### src/rtl/ntp_avg_pkg.sv
package ntp_avg_pkg;

  // Datapath width of timestamps, corrections and sums.
  localparam int DATA_W = 64;

  // Width of the tolerance register.
  localparam int TOL_W = DATA_W - 1;

  // Default bound on the number of corrections averaged per round.
  localparam int MAX_RESPONSES_DEF = 16;

  // Tolerance after reset: half a second in 2^-32 second units.
  localparam logic [TOL_W-1:0] TOL_RESET = TOL_W'(64'd2147483648);

  // Header checks.
  localparam logic [9:0] MIN_LEN      = 10'd48;
  localparam logic [2:0] VER_LOW      = 3'd3;
  localparam logic [2:0] VER_HIGH     = 3'd4;
  localparam logic [2:0] MODE_SERVER  = 3'd4;
  localparam logic [1:0] LEAP_UNKNOWN = 2'd3;

  // Saturation limits of the running sum.
  localparam logic [DATA_W-1:0] SUM_MAX = {1'b0, {(DATA_W-1){1'b1}}};
  localparam logic [DATA_W-1:0] SUM_MIN = {1'b1, {(DATA_W-1){1'b0}}};

  // Per-reply status, first failing check wins.
  typedef enum logic [2:0] {
    RS_OK          = 3'd0,
    RS_ABSENT      = 3'd1,
    RS_SHORT       = 3'd2,
    RS_BAD_VERSION = 3'd3,
    RS_BAD_MODE    = 3'd4,
    RS_LEAP_UNKN   = 3'd5,
    RS_ORIGIN_MISM = 3'd6,
    RS_ZERO_STAMP  = 3'd7
  } reply_status_t;

  // Verdict at the end of a round.
  typedef enum logic [1:0] {
    RND_APPLY     = 2'd0,
    RND_TOLERATE  = 2'd1,
    RND_NO_SERVER = 2'd2
  } round_status_t;

  // Sequencer states; each serial pass walks all DATA_W bits.
  typedef enum logic [3:0] {
    ST_IDLE,
    ST_DIFF,
    ST_CHECK,
    ST_CORR,
    ST_SAT,
    ST_MAG,
    ST_DIV,
    ST_SIGN,
    ST_DONE
  } state_t;

endpackage

### src/rtl/ntp_offset_delay_averager_top.sv
// Channel  | Direction | Handshake          | Payload
// ---------+-----------+--------------------+-----------------------------------------
// in_      | input     | in_valid/in_stall  | reply header fields and five timestamps
// out_     | output    | out_valid/out_stall| reply status, correction, latency, round
// cfg_     | input     | cfg_wr_en          | drift tolerance (63 bits)
//
// Every item runs from transfer to a loaded result as two bit-serial passes over all 64 bits
// (round trip, then latency/correction/sum) plus a check and a saturate step.
// An item that closes a round with usable replies adds sum magnitude, a 64-step
// restoring divide by the reply count, and the sign restore, one bit per cycle.
// Reset is synchronous and active low; it clears the sum and the count and sets the
// tolerance to half a second.
// The next item is taken while a result still waits on out_stall; a finished item then
// holds in its last step until the output register frees up.
module ntp_offset_delay_averager_top
  import ntp_avg_pkg::*;
#(
  parameter int MAX_RESPONSES = MAX_RESPONSES_DEF
) (
  input  logic                     clk,
  input  logic                     rst_n,
  // Configuration.
  input  logic                     cfg_wr_en,
  input  logic [TOL_W-1:0]         cfg_wr_data,
  // Reply input channel.
  input  logic                     in_valid,
  output logic                     in_stall,
  input  logic                     in_reply_present,
  input  logic [DATA_W-1:0]        in_request_sent_time,
  input  logic [DATA_W-1:0]        in_echoed_origin_time,
  input  logic [DATA_W-1:0]        in_server_receive_time,
  input  logic [DATA_W-1:0]        in_server_transmit_time,
  input  logic [DATA_W-1:0]        in_local_arrival_time,
  input  logic [9:0]               in_reply_length,
  input  logic [2:0]               in_version_field,
  input  logic [2:0]               in_mode_field,
  input  logic [1:0]               in_leap_field,
  input  logic                     in_last_response,
  // Result channel.
  output logic                     out_valid,
  input  logic                     out_stall,
  output logic [2:0]               out_reply_status,
  output logic signed [DATA_W-1:0] out_correction,
  output logic signed [DATA_W-1:0] out_latency,
  output logic                     out_round_done,
  output logic [1:0]               out_round_status,
  output logic signed [DATA_W-1:0] out_average_correction
);

  localparam int CW    = $clog2(MAX_RESPONSES + 1);
  localparam int CNT_W = $clog2(DATA_W);
  localparam logic [CNT_W-1:0] CNT_LAST = CNT_W'(DATA_W - 1);
  localparam logic [CW-1:0]    COUNT_MAX = CW'(MAX_RESPONSES);

  // Full-adder carry and full-subtractor borrow for the serial passes.
  function automatic logic maj(input logic x, input logic y, input logic c);
    maj = (x & y) | (x & c) | (y & c);
  endfunction

  function automatic logic borrow(input logic x, input logic y, input logic b);
    borrow = (~x & y) | (~(x ^ y) & b);
  endfunction

  // Control registers.
  state_t           state_r, state_nxt;
  logic [CNT_W-1:0] cnt_r, cnt_nxt;
  logic [CW-1:0]    count_r, count_nxt;
  logic [DATA_W-1:0] sum_r, sum_nxt;
  logic [TOL_W-1:0] tol_r, tol_nxt;
  logic             out_valid_r, out_valid_nxt;

  // Captured reply.
  logic [DATA_W-1:0] t1_r, t1_nxt, t2_r, t2_nxt, t3_r, t3_nxt, t4_r, t4_nxt;
  logic [DATA_W-1:0] orig_r, orig_nxt;
  logic              present_r, present_nxt, last_r, last_nxt;
  logic [9:0]        len_r, len_nxt;
  logic [2:0]        ver_r, ver_nxt, mode_r, mode_nxt;
  logic [1:0]        leap_r, leap_nxt;

  // Serial working state.
  logic              mism_r, mism_nxt, t2nz_r, t2nz_nxt, t3nz_r, t3nz_nxt;
  logic [DATA_W-1:0] d_r, d_nxt;
  logic              sgn_d_r, sgn_d_nxt;
  logic [3:0]        car_r, car_nxt;
  reply_status_t     status_r, status_nxt;
  logic              ok_r, ok_nxt, add_en_r, add_en_nxt;
  logic [DATA_W-1:0] lat_r, lat_nxt, corr_r, corr_nxt;
  logic              sgn_sum_r, sgn_sum_nxt, sgn_corr_r, sgn_corr_nxt;
  logic              neg_r, neg_nxt;
  logic [DATA_W-1:0] q_r, q_nxt;
  logic [CW-1:0]     rem_r, rem_nxt;
  logic [DATA_W-1:0] tcmp_r, tcmp_nxt;
  logic              dec_r, dec_nxt, gt_r, gt_nxt;

  // Output register.
  reply_status_t     o_status_r, o_status_nxt;
  logic [DATA_W-1:0] o_corr_r, o_corr_nxt, o_lat_r, o_lat_nxt, o_avg_r, o_avg_nxt;
  logic              o_done_r, o_done_nxt;
  round_status_t     o_rstat_r, o_rstat_nxt;

  // Sequencer outputs.
  logic in_take;
  logic out_load;

  // Serial bit signals.
  logic          a_bit, b_bit, d_bit, lat_bit, u_bit, c_bit, s_bit, m_bit;
  logic [CW:0]   rem_sh;
  logic          q_ge;
  logic [DATA_W-1:0] sum_fin;
  round_status_t rstat;

  // Next state.
  always_comb begin
    state_nxt = state_r;
    unique case (state_r)
      ST_IDLE: begin
        if (in_valid) state_nxt = ST_DIFF;
      end
      ST_DIFF: begin
        if (cnt_r == CNT_LAST) state_nxt = ST_CHECK;
      end
      ST_CHECK: begin
        state_nxt = ST_CORR;
      end
      ST_CORR: begin
        if (cnt_r == CNT_LAST) state_nxt = ST_SAT;
      end
      ST_SAT: begin
        if (last_r && (add_en_r || count_r != '0)) state_nxt = ST_MAG;
        else state_nxt = ST_DONE;
      end
      ST_MAG: begin
        if (cnt_r == CNT_LAST) state_nxt = ST_DIV;
      end
      ST_DIV: begin
        if (cnt_r == CNT_LAST) state_nxt = ST_SIGN;
      end
      ST_SIGN: begin
        if (cnt_r == CNT_LAST) state_nxt = ST_DONE;
      end
      ST_DONE: begin
        if (!out_valid_r || !out_stall) state_nxt = ST_IDLE;
      end
      default: state_nxt = ST_IDLE;
    endcase
  end

  // Sequencer outputs.
  always_comb begin
    in_stall = 1'b1;
    out_load = 1'b0;
    unique case (state_r)
      ST_IDLE: in_stall = 1'b0;
      ST_DONE: out_load = !out_valid_r || !out_stall;
      default: begin
        in_stall = 1'b1;
        out_load = 1'b0;
      end
    endcase
  end

  assign in_take = in_valid && !in_stall;

  // Serial datapath.
  always_comb begin
    cnt_nxt      = cnt_r;
    count_nxt    = count_r;
    sum_nxt      = sum_r;
    t1_nxt       = t1_r;
    t2_nxt       = t2_r;
    t3_nxt       = t3_r;
    t4_nxt       = t4_r;
    orig_nxt     = orig_r;
    present_nxt  = present_r;
    last_nxt     = last_r;
    len_nxt      = len_r;
    ver_nxt      = ver_r;
    mode_nxt     = mode_r;
    leap_nxt     = leap_r;
    mism_nxt     = mism_r;
    t2nz_nxt     = t2nz_r;
    t3nz_nxt     = t3nz_r;
    d_nxt        = d_r;
    sgn_d_nxt    = sgn_d_r;
    car_nxt      = car_r;
    status_nxt   = status_r;
    ok_nxt       = ok_r;
    add_en_nxt   = add_en_r;
    lat_nxt      = lat_r;
    corr_nxt     = corr_r;
    sgn_sum_nxt  = sgn_sum_r;
    sgn_corr_nxt = sgn_corr_r;
    neg_nxt      = neg_r;
    q_nxt        = q_r;
    rem_nxt      = rem_r;
    tcmp_nxt     = tcmp_r;
    dec_nxt      = dec_r;
    gt_nxt       = gt_r;
    a_bit        = 1'b0;
    b_bit        = 1'b0;
    d_bit        = 1'b0;
    lat_bit      = 1'b0;
    u_bit        = 1'b0;
    c_bit        = 1'b0;
    s_bit        = 1'b0;
    m_bit        = 1'b0;
    rem_sh       = {rem_r, q_r[DATA_W-1]};
    q_ge         = 1'b0;
    sum_fin      = sum_r;

    case (state_r)
      // Capture the reply on a transfer.
      ST_IDLE: begin
        if (in_take) begin
          present_nxt = in_reply_present;
          t1_nxt      = in_request_sent_time;
          orig_nxt    = in_echoed_origin_time;
          t2_nxt      = in_server_receive_time;
          t3_nxt      = in_server_transmit_time;
          t4_nxt      = in_local_arrival_time;
          len_nxt     = in_reply_length;
          ver_nxt     = in_version_field;
          mode_nxt    = in_mode_field;
          leap_nxt    = in_leap_field;
          last_nxt    = in_last_response;
        end
        cnt_nxt  = '0;
        car_nxt  = '0;
        mism_nxt = 1'b0;
        t2nz_nxt = 1'b0;
        t3nz_nxt = 1'b0;
      end

      // Round trip d = (T4 - T1) - (T3 - T2), LSB first; the last borrow is its sign.
      ST_DIFF: begin
        a_bit      = t4_r[0] ^ t1_r[0] ^ car_r[0];
        b_bit      = t3_r[0] ^ t2_r[0] ^ car_r[1];
        d_bit      = a_bit ^ b_bit ^ car_r[2];
        car_nxt[0] = borrow(t4_r[0], t1_r[0], car_r[0]);
        car_nxt[1] = borrow(t3_r[0], t2_r[0], car_r[1]);
        car_nxt[2] = borrow(a_bit, b_bit, car_r[2]);
        d_nxt      = {d_bit, d_r[DATA_W-1:1]};
        mism_nxt   = mism_r | (orig_r[0] ^ t1_r[0]);
        t2nz_nxt   = t2nz_r | t2_r[0];
        t3nz_nxt   = t3nz_r | t3_r[0];
        t1_nxt     = t1_r >> 1;
        t2_nxt     = t2_r >> 1;
        orig_nxt   = orig_r >> 1;
        t3_nxt     = {t3_r[0], t3_r[DATA_W-1:1]};
        t4_nxt     = {t4_r[0], t4_r[DATA_W-1:1]};
        cnt_nxt    = cnt_r + 1'b1;
      end

      // Header checks in priority order; prime the carries of the next pass.
      ST_CHECK: begin
        if (!present_r) status_nxt = RS_ABSENT;
        else if (len_r < MIN_LEN) status_nxt = RS_SHORT;
        else if (ver_r < VER_LOW || ver_r > VER_HIGH) status_nxt = RS_BAD_VERSION;
        else if (mode_r != MODE_SERVER) status_nxt = RS_BAD_MODE;
        else if (leap_r == LEAP_UNKNOWN) status_nxt = RS_LEAP_UNKN;
        else if (mism_r) status_nxt = RS_ORIGIN_MISM;
        else if (!t2nz_r || !t3nz_r) status_nxt = RS_ZERO_STAMP;
        else status_nxt = RS_OK;
        ok_nxt     = (status_nxt == RS_OK);
        add_en_nxt = ok_nxt && (count_r < COUNT_MAX);
        sgn_d_nxt  = car_r[2];
        // Halving truncates toward zero: add one back when d is negative and odd.
        car_nxt    = {3'b000, car_r[2] & d_r[0]};
        cnt_nxt    = '0;
      end

      // Latency = half of d, correction = T3 + latency - T4, sum += correction if counted.
      ST_CORR: begin
        lat_bit    = d_r[1] ^ car_r[0];
        car_nxt[0] = d_r[1] & car_r[0];
        u_bit      = t3_r[0] ^ lat_bit ^ car_r[1];
        car_nxt[1] = maj(t3_r[0], lat_bit, car_r[1]);
        c_bit      = u_bit ^ t4_r[0] ^ car_r[2];
        car_nxt[2] = borrow(u_bit, t4_r[0], car_r[2]);
        s_bit      = sum_r[0] ^ c_bit ^ car_r[3];
        d_nxt      = {sgn_d_r, d_r[DATA_W-1:1]};
        lat_nxt    = {lat_bit, lat_r[DATA_W-1:1]};
        corr_nxt   = {c_bit, corr_r[DATA_W-1:1]};
        t3_nxt     = t3_r >> 1;
        t4_nxt     = t4_r >> 1;
        if (add_en_r) begin
          car_nxt[3] = maj(sum_r[0], c_bit, car_r[3]);
          sum_nxt    = {s_bit, sum_r[DATA_W-1:1]};
        end else begin
          sum_nxt    = {sum_r[0], sum_r[DATA_W-1:1]};
        end
        if (cnt_r == CNT_LAST) begin
          sgn_sum_nxt  = sum_r[0];
          sgn_corr_nxt = c_bit;
        end
        cnt_nxt = cnt_r + 1'b1;
      end

      // Clamp an overflowed sum and count the reply.
      ST_SAT: begin
        if (add_en_r && (sgn_sum_r == sgn_corr_r) && (sum_r[DATA_W-1] != sgn_sum_r)) begin
          sum_fin = sgn_sum_r ? SUM_MIN : SUM_MAX;
        end
        sum_nxt = sum_fin;
        if (add_en_r) count_nxt = count_r + 1'b1;
        neg_nxt    = sum_fin[DATA_W-1];
        car_nxt    = {3'b000, sum_fin[DATA_W-1]};
        cnt_nxt    = '0;
      end

      // Magnitude of the sum into the dividend register.
      ST_MAG: begin
        m_bit      = sum_r[0] ^ neg_r;
        q_nxt      = {m_bit ^ car_r[0], q_r[DATA_W-1:1]};
        car_nxt[0] = m_bit & car_r[0];
        sum_nxt    = {sum_r[0], sum_r[DATA_W-1:1]};
        rem_nxt    = '0;
        tcmp_nxt   = {1'b0, tol_r};
        dec_nxt    = 1'b0;
        gt_nxt     = 1'b0;
        cnt_nxt    = cnt_r + 1'b1;
      end

      // Restoring divide by the count, quotient MSB first, checked against the tolerance.
      ST_DIV: begin
        q_ge = (rem_sh >= {1'b0, count_r});
        if (q_ge) rem_nxt = CW'(rem_sh - {1'b0, count_r});
        else rem_nxt = rem_sh[CW-1:0];
        q_nxt    = {q_r[DATA_W-2:0], q_ge};
        tcmp_nxt = tcmp_r << 1;
        if (!dec_r && (q_ge != tcmp_r[DATA_W-1])) begin
          dec_nxt = 1'b1;
          gt_nxt  = q_ge;
        end
        car_nxt = {3'b000, neg_r};
        cnt_nxt = cnt_r + 1'b1;
      end

      // Give the quotient the sign of the sum.
      ST_SIGN: begin
        m_bit      = q_r[0] ^ neg_r;
        q_nxt      = {m_bit ^ car_r[0], q_r[DATA_W-1:1]};
        car_nxt[0] = m_bit & car_r[0];
        cnt_nxt    = cnt_r + 1'b1;
      end

      // Hand off the result; a closing item clears the round.
      ST_DONE: begin
        if (out_load && last_r) begin
          sum_nxt   = '0;
          count_nxt = '0;
        end
      end

      default: begin
        cnt_nxt = '0;
      end
    endcase
  end

  // Round verdict and output register.
  always_comb begin
    if (!last_r) rstat = RND_APPLY;
    else if (count_r == '0) rstat = RND_NO_SERVER;
    else if (gt_r) rstat = RND_APPLY;
    else rstat = RND_TOLERATE;

    o_status_nxt = o_status_r;
    o_corr_nxt   = o_corr_r;
    o_lat_nxt    = o_lat_r;
    o_done_nxt   = o_done_r;
    o_rstat_nxt  = o_rstat_r;
    o_avg_nxt    = o_avg_r;
    if (out_load) begin
      o_status_nxt = status_r;
      o_corr_nxt   = ok_r ? corr_r : '0;
      o_lat_nxt    = ok_r ? lat_r : '0;
      o_done_nxt   = last_r;
      o_rstat_nxt  = rstat;
      o_avg_nxt    = (last_r && count_r != '0) ? q_r : '0;
    end

    if (out_load) out_valid_nxt = 1'b1;
    else if (!out_stall) out_valid_nxt = 1'b0;
    else out_valid_nxt = out_valid_r;

    if (cfg_wr_en) tol_nxt = cfg_wr_data;
    else tol_nxt = tol_r;
  end

  // Control registers.
  always_ff @(posedge clk) begin
    if (!rst_n) begin
      state_r     <= ST_IDLE;
      count_r     <= '0;
      sum_r       <= '0;
      tol_r       <= TOL_RESET;
      out_valid_r <= 1'b0;
    end else begin
      state_r     <= state_nxt;
      count_r     <= count_nxt;
      sum_r       <= sum_nxt;
      tol_r       <= tol_nxt;
      out_valid_r <= out_valid_nxt;
    end
  end

  // Payload and serial registers.
  always_ff @(posedge clk) begin
    cnt_r      <= cnt_nxt;
    t1_r       <= t1_nxt;
    t2_r       <= t2_nxt;
    t3_r       <= t3_nxt;
    t4_r       <= t4_nxt;
    orig_r     <= orig_nxt;
    present_r  <= present_nxt;
    last_r     <= last_nxt;
    len_r      <= len_nxt;
    ver_r      <= ver_nxt;
    mode_r     <= mode_nxt;
    leap_r     <= leap_nxt;
    mism_r     <= mism_nxt;
    t2nz_r     <= t2nz_nxt;
    t3nz_r     <= t3nz_nxt;
    d_r        <= d_nxt;
    sgn_d_r    <= sgn_d_nxt;
    car_r      <= car_nxt;
    status_r   <= status_nxt;
    ok_r       <= ok_nxt;
    add_en_r   <= add_en_nxt;
    lat_r      <= lat_nxt;
    corr_r     <= corr_nxt;
    sgn_sum_r  <= sgn_sum_nxt;
    sgn_corr_r <= sgn_corr_nxt;
    neg_r      <= neg_nxt;
    q_r        <= q_nxt;
    rem_r      <= rem_nxt;
    tcmp_r     <= tcmp_nxt;
    dec_r      <= dec_nxt;
    gt_r       <= gt_nxt;
    o_status_r <= o_status_nxt;
    o_corr_r   <= o_corr_nxt;
    o_lat_r    <= o_lat_nxt;
    o_done_r   <= o_done_nxt;
    o_rstat_r  <= o_rstat_nxt;
    o_avg_r    <= o_avg_nxt;
  end

  // Ports.
  assign out_valid              = out_valid_r;
  assign out_reply_status       = o_status_r;
  assign out_correction         = o_corr_r;
  assign out_latency            = o_lat_r;
  assign out_round_done         = o_done_r;
  assign out_round_status       = o_rstat_r;
  assign out_average_correction = o_avg_r;

  // The reply count never passes its bound.
  a_count_bound: assert property (@(posedge clk) disable iff (!rst_n)
    count_r <= COUNT_MAX)
    else $error("reply count above its bound");

  // A new result only appears after the hand-off step.
  a_load_from_done: assert property (@(posedge clk) disable iff (!rst_n)
    $rose(out_valid_r) |-> $past(state_r == ST_DONE))
    else $error("result appeared outside the hand-off step");

  // A rejected reply carries no correction and no latency.
  a_reject_zero: assert property (@(posedge clk) disable iff (!rst_n)
    (out_valid_r && o_status_r != RS_OK) |-> (o_corr_r == '0 && o_lat_r == '0))
    else $error("rejected reply with nonzero correction or latency");

  // Round fields stay zero off a round end.
  a_round_fields: assert property (@(posedge clk) disable iff (!rst_n)
    (out_valid_r && !o_done_r) |-> (o_rstat_r == RND_APPLY && o_avg_r == '0))
    else $error("round fields set on a result that does not close a round");

  // Closing a round clears the sum and the count.
  a_round_clear: assert property (@(posedge clk) disable iff (!rst_n)
    (out_load && last_r) |=> (count_r == '0 && sum_r == '0))
    else $error("round state not cleared at round end");

endmodule

### config.mk
export PLATFORM = sky130hd
export DESIGN_NAME = ntp_offset_delay_averager_top
export DESIGN_NICKNAME = d
export VERILOG_FILES = /design/src/rtl/ntp_avg_pkg.sv /design/src/rtl/ntp_offset_delay_averager_top.sv
export SDC_FILE = /design/constraint.sdc
export NUM_CORES = 2
export LEC_CHECK = 0
export BUFFER_PORTS_ARGS = -buffer_cell sky130_fd_sc_hd__buf_4
export CORE_ASPECT_RATIO = 0.5
export CORE_MARGIN = 4
export CORE_UTILIZATION = 23
export CTS_CLUSTER_SIZE = 40
export DETAILED_ROUTE_END_ITERATION = 7
export PLACE_DENSITY = 0.48
export SLEW_MARGIN = 20
export SYNTH_ARGS = -nofsm -noshare
export SYNTH_HDL_FRONTEND = slang
export SYNTH_SLANG_ARGS = --single-unit
### constraint.sdc
create_clock -name clk -period 34.3 [get_ports clk]
set_input_delay 1.715 -clock clk [delete_from_list [all_inputs] [get_ports clk]]
set_output_delay 1.715 -clock clk [all_outputs]
set_load 0.02 [all_outputs]
==> flow_metrics.py <==
metrics = {
    "run_status": {
        "outcome": "finished clean",
    },
    "logic_synthesis": {
        "syn_avg_cell_area_um2": 13.79,
        "synthTopCellsByArea": "edfxtp_1 67%, nand2_1 7.3%, dfxtp_1 6.9%",
        "yosysWarningCount": 0,
        "synth_area_um2": 39560,
        "yosysTopAreaCellShare_pct": 67.02,
        "synth_edf_count": 883,
        "synthFlopType": "edfxtp_1",
        "synth_fp_nets": 3291,
        "synth_cells": 2868,
        "ys_async_sr_fraction_pct": 0,
        "ys_types": 60,
        "synth_seq_area_share_pct": 73.96,
        "synth-seq-cells": 1020,
        "yosysTopAreaCell": "edfxtp_1",
    },
    "setup_path": {
        "r2r_start": "state_r[3]",
        "path_buf_inv": 4,
        "slowest_delay_ns": 0.88,
        "crit_path_start": "state_r[3]",
        "arrival_ns": 4.80,
        "cp-endpoint": "out_latency[39]",
        "start_kind": "flip-flop",
        "critPathMostFrequentCell": "buf_4",
        "cp.required_ns": 34.59,
        "cp-end-kind": "flip-flop",
        "worst_r2r_path_depth": 6,
        "cp_cell_sequence": "nor4b_4 > inv_1 > a21oi_4 > buf_4 > buf_4 > buf_4",
        "cp.depth": 6,
        "cp_top_family": "buffers and inverters",
        "timing.rr.end": "out_latency[39]",
        "reg2reg_slack_ns": 29.78,
        "path_class": "flip-flop to flip-flop",
        "worstPathMaxFanout": 70,
        "slowest_stage": "buf_4",
    },
    "clocking": {
        "clock_latency_ns": 0.68,
        "cts_setup_buffers": 0,
        "cts_resized": 0,
        "numClockSinks": 1020,
        "hold_buffers": 0,
        "clkTransAtPathRegs_ns": 0.07,
        "cts_inserted_buffers": 97,
        "cts.path.max_buffers": 3,
        "cts_tree": "done",
        "clockRootBuffer": "clkbuf_16",
        "htree_levels": 3,
    },
    "layout": {
        "layout-drive-gt1-share_pct": 27.82,
        "post-route-cell-area_um2": 49690,
        "num-nets-final": 3857,
        "layout_common_cells": "883 x edfxtp_1, 770 x nand2_1, 623 x buf_4",
        "final_util_pct": 29.13,
        "fill_cells": 17450,
        "final_common_cell": "edfxtp_1",
        "area_growth_pct": 25.60,
    },
    "detailed_routing": {
        "drt-wirelength-per-cell_um": 17.33,
        "drt-initial-drc-count": 1454,
        "avgViaCountPerCell": 3.992,
        "detail-route-antenna-nets": 0,
        "drc_errors": 0,
        "totalWireLength_mm": 100.9,
        "num_vias": 23250,
        "drt_first_pass_iters": 5,
    },
    "timing": {
        "slew_viol_final": 0,
        "clock.fmax_ghz": 0.2214,
        "slew_headroom_pct": 22.19,
        "rsz0062_at_grt": "false",
        "hold_ws_ns": 0.4146,
        "worstMarginPinSlew_ns": 1.167,
        "finClkSkew_ns": 0.03804,
        "period_minus_slack_ns": 4.516,
        "setup_violations": 0,
        "timing.final.crit_share_pct": 13.17,
        "finalSetupTns_ns": 0,
        "hold_violations": 0,
    },
    "global_route": {
        "track_usage_pct": 10.69,
        "grt_max_degree": 184,
        "grt_pass1_vias": 23320,
        "grt_overflow": 0,
        "grt_pass1_wl_mm": 147.3,
        "antenna_found_initial": 25,
    },
    "die": {
        "die_area_um2": 179100,
        "row_count": 107,
        "die_y_um": 301.3,
        "die_w_um": 594.5,
        "core_um2": 170600,
        "initial_core_util_pct": 23.20,
        "pin_count": 608,
    },
    "power": {
        "power_w": 0.003350,
        "p_leak_nw": 18.75,
        "ir_drop_uv": 66.79,
        "powerDensity_nw_per_um2": 67.42,
    },
    "place": {
        "place_congestion": 0.8106,
        "numPortBuffers": 603,
        "post_dp_cell_area_um2": 46520,
        "hpwl_mm": 66.68,
    },
    "flow_run": {
        "maxCapViolations": 0,
    },
    "hold_path": {
        "hp-class": "flip-flop to flip-flop",
    },
}
[final cells by class]
cell class                 instances  area, um2  area share, %
timing repair buffer             628       4783          9.626
multi-input combinational       1658       9548          19.21
tap                             2289       2864          5.764
sequential                      1020      29260          58.88
clock buffer                     126       2566          5.164
clock inverter                    51      491.7         0.9896
antenna                           23      57.56         0.1158
inverter                          29      121.4         0.2442
[Yosys cell counts, types with 45 or more instances]
library cell  number
a211oi_1          65
buf_2             45
a21oi_1           83
nor2_1           160
and2_1           130
mux2i_1           65
and3_1            67
clkbuf_1          85
dfxtp_1          137
nand2_1          773
mux2_2           189
edfxtp_1         883
[metrics by stage]
step	instances	worst slack, ns
detailed placement	5622	29.32
floorplan	2868	22.21
finish	5824	29.78
global route	5823	29.35
CTS	5799	29.61
global placement	5622	29.40
[how the worst min path moves through the flow]
stage                 start  endpoint  slack (ns)  cells past startpoint
finish              d_r[56]   d_r[55]        0.41                      0
global route        d_r[56]   d_r[55]        0.42                      0
CTS                 d_r[56]   d_r[55]        0.41                      0
detailed placement  d_r[24]   d_r[23]        0.40                      0
global placement    d_r[63]   d_r[62]        0.41                      0
floorplan           d_r[11]   d_r[10]        0.40                      0
[logic make-up after synthesis]
group | count (synthesis) | share of synthesized area [%]
multiplexers | 254 | 7.024
AND/OR/NAND/NOR | 1181 | 12.84
XOR/XNOR | 16 | 0.3542
flip-flops | 1020 | 73.96
buffers and inverters | 190 | 2.106
adder cells (fa/ha/maj) | 15 | 0.6072
AO/OA/AOI/OAI | 192 | 3.109
[layer usage]
metal | track usage (%) | share of wire (%) | routed length [um]
met1 | 12.27 | 40 | 40230
met4 | 4.764 | 3.4 | 3442
met3 | 2.097 | 3.7 | 3720
met2 | 19.32 | 53 | 53540
met5 | 0 | 0 | 0
[sequential cells by signal, indices dropped and copies added (netlist names), 64 cells and up]
| name | cells |
|---|---|
| corr_r | 64 |
| d_r | 64 |
| lat_r | 64 |
| orig_r | 64 |
| out_average_correction | 64 |
| out_correction | 64 |
| out_latency | 64 |
| q_r | 64 |
| sum_r | 64 |
| t1_r | 64 |
| t2_r | 64 |
| t3_r | 64 |
| t4_r | 64 |
| tcmp_r | 64 |
[power breakdown]
group	internal, W	leakage [nW]	total [W]	switching [W]
registers	0.00168	9.43	0.00176	0.0000756
logic	0.000208	7.83	0.000526	0.000318
clock network	0.000572	1.48	0.00106	0.000492
No activity file was read; power rests on OpenSTA's default activity.
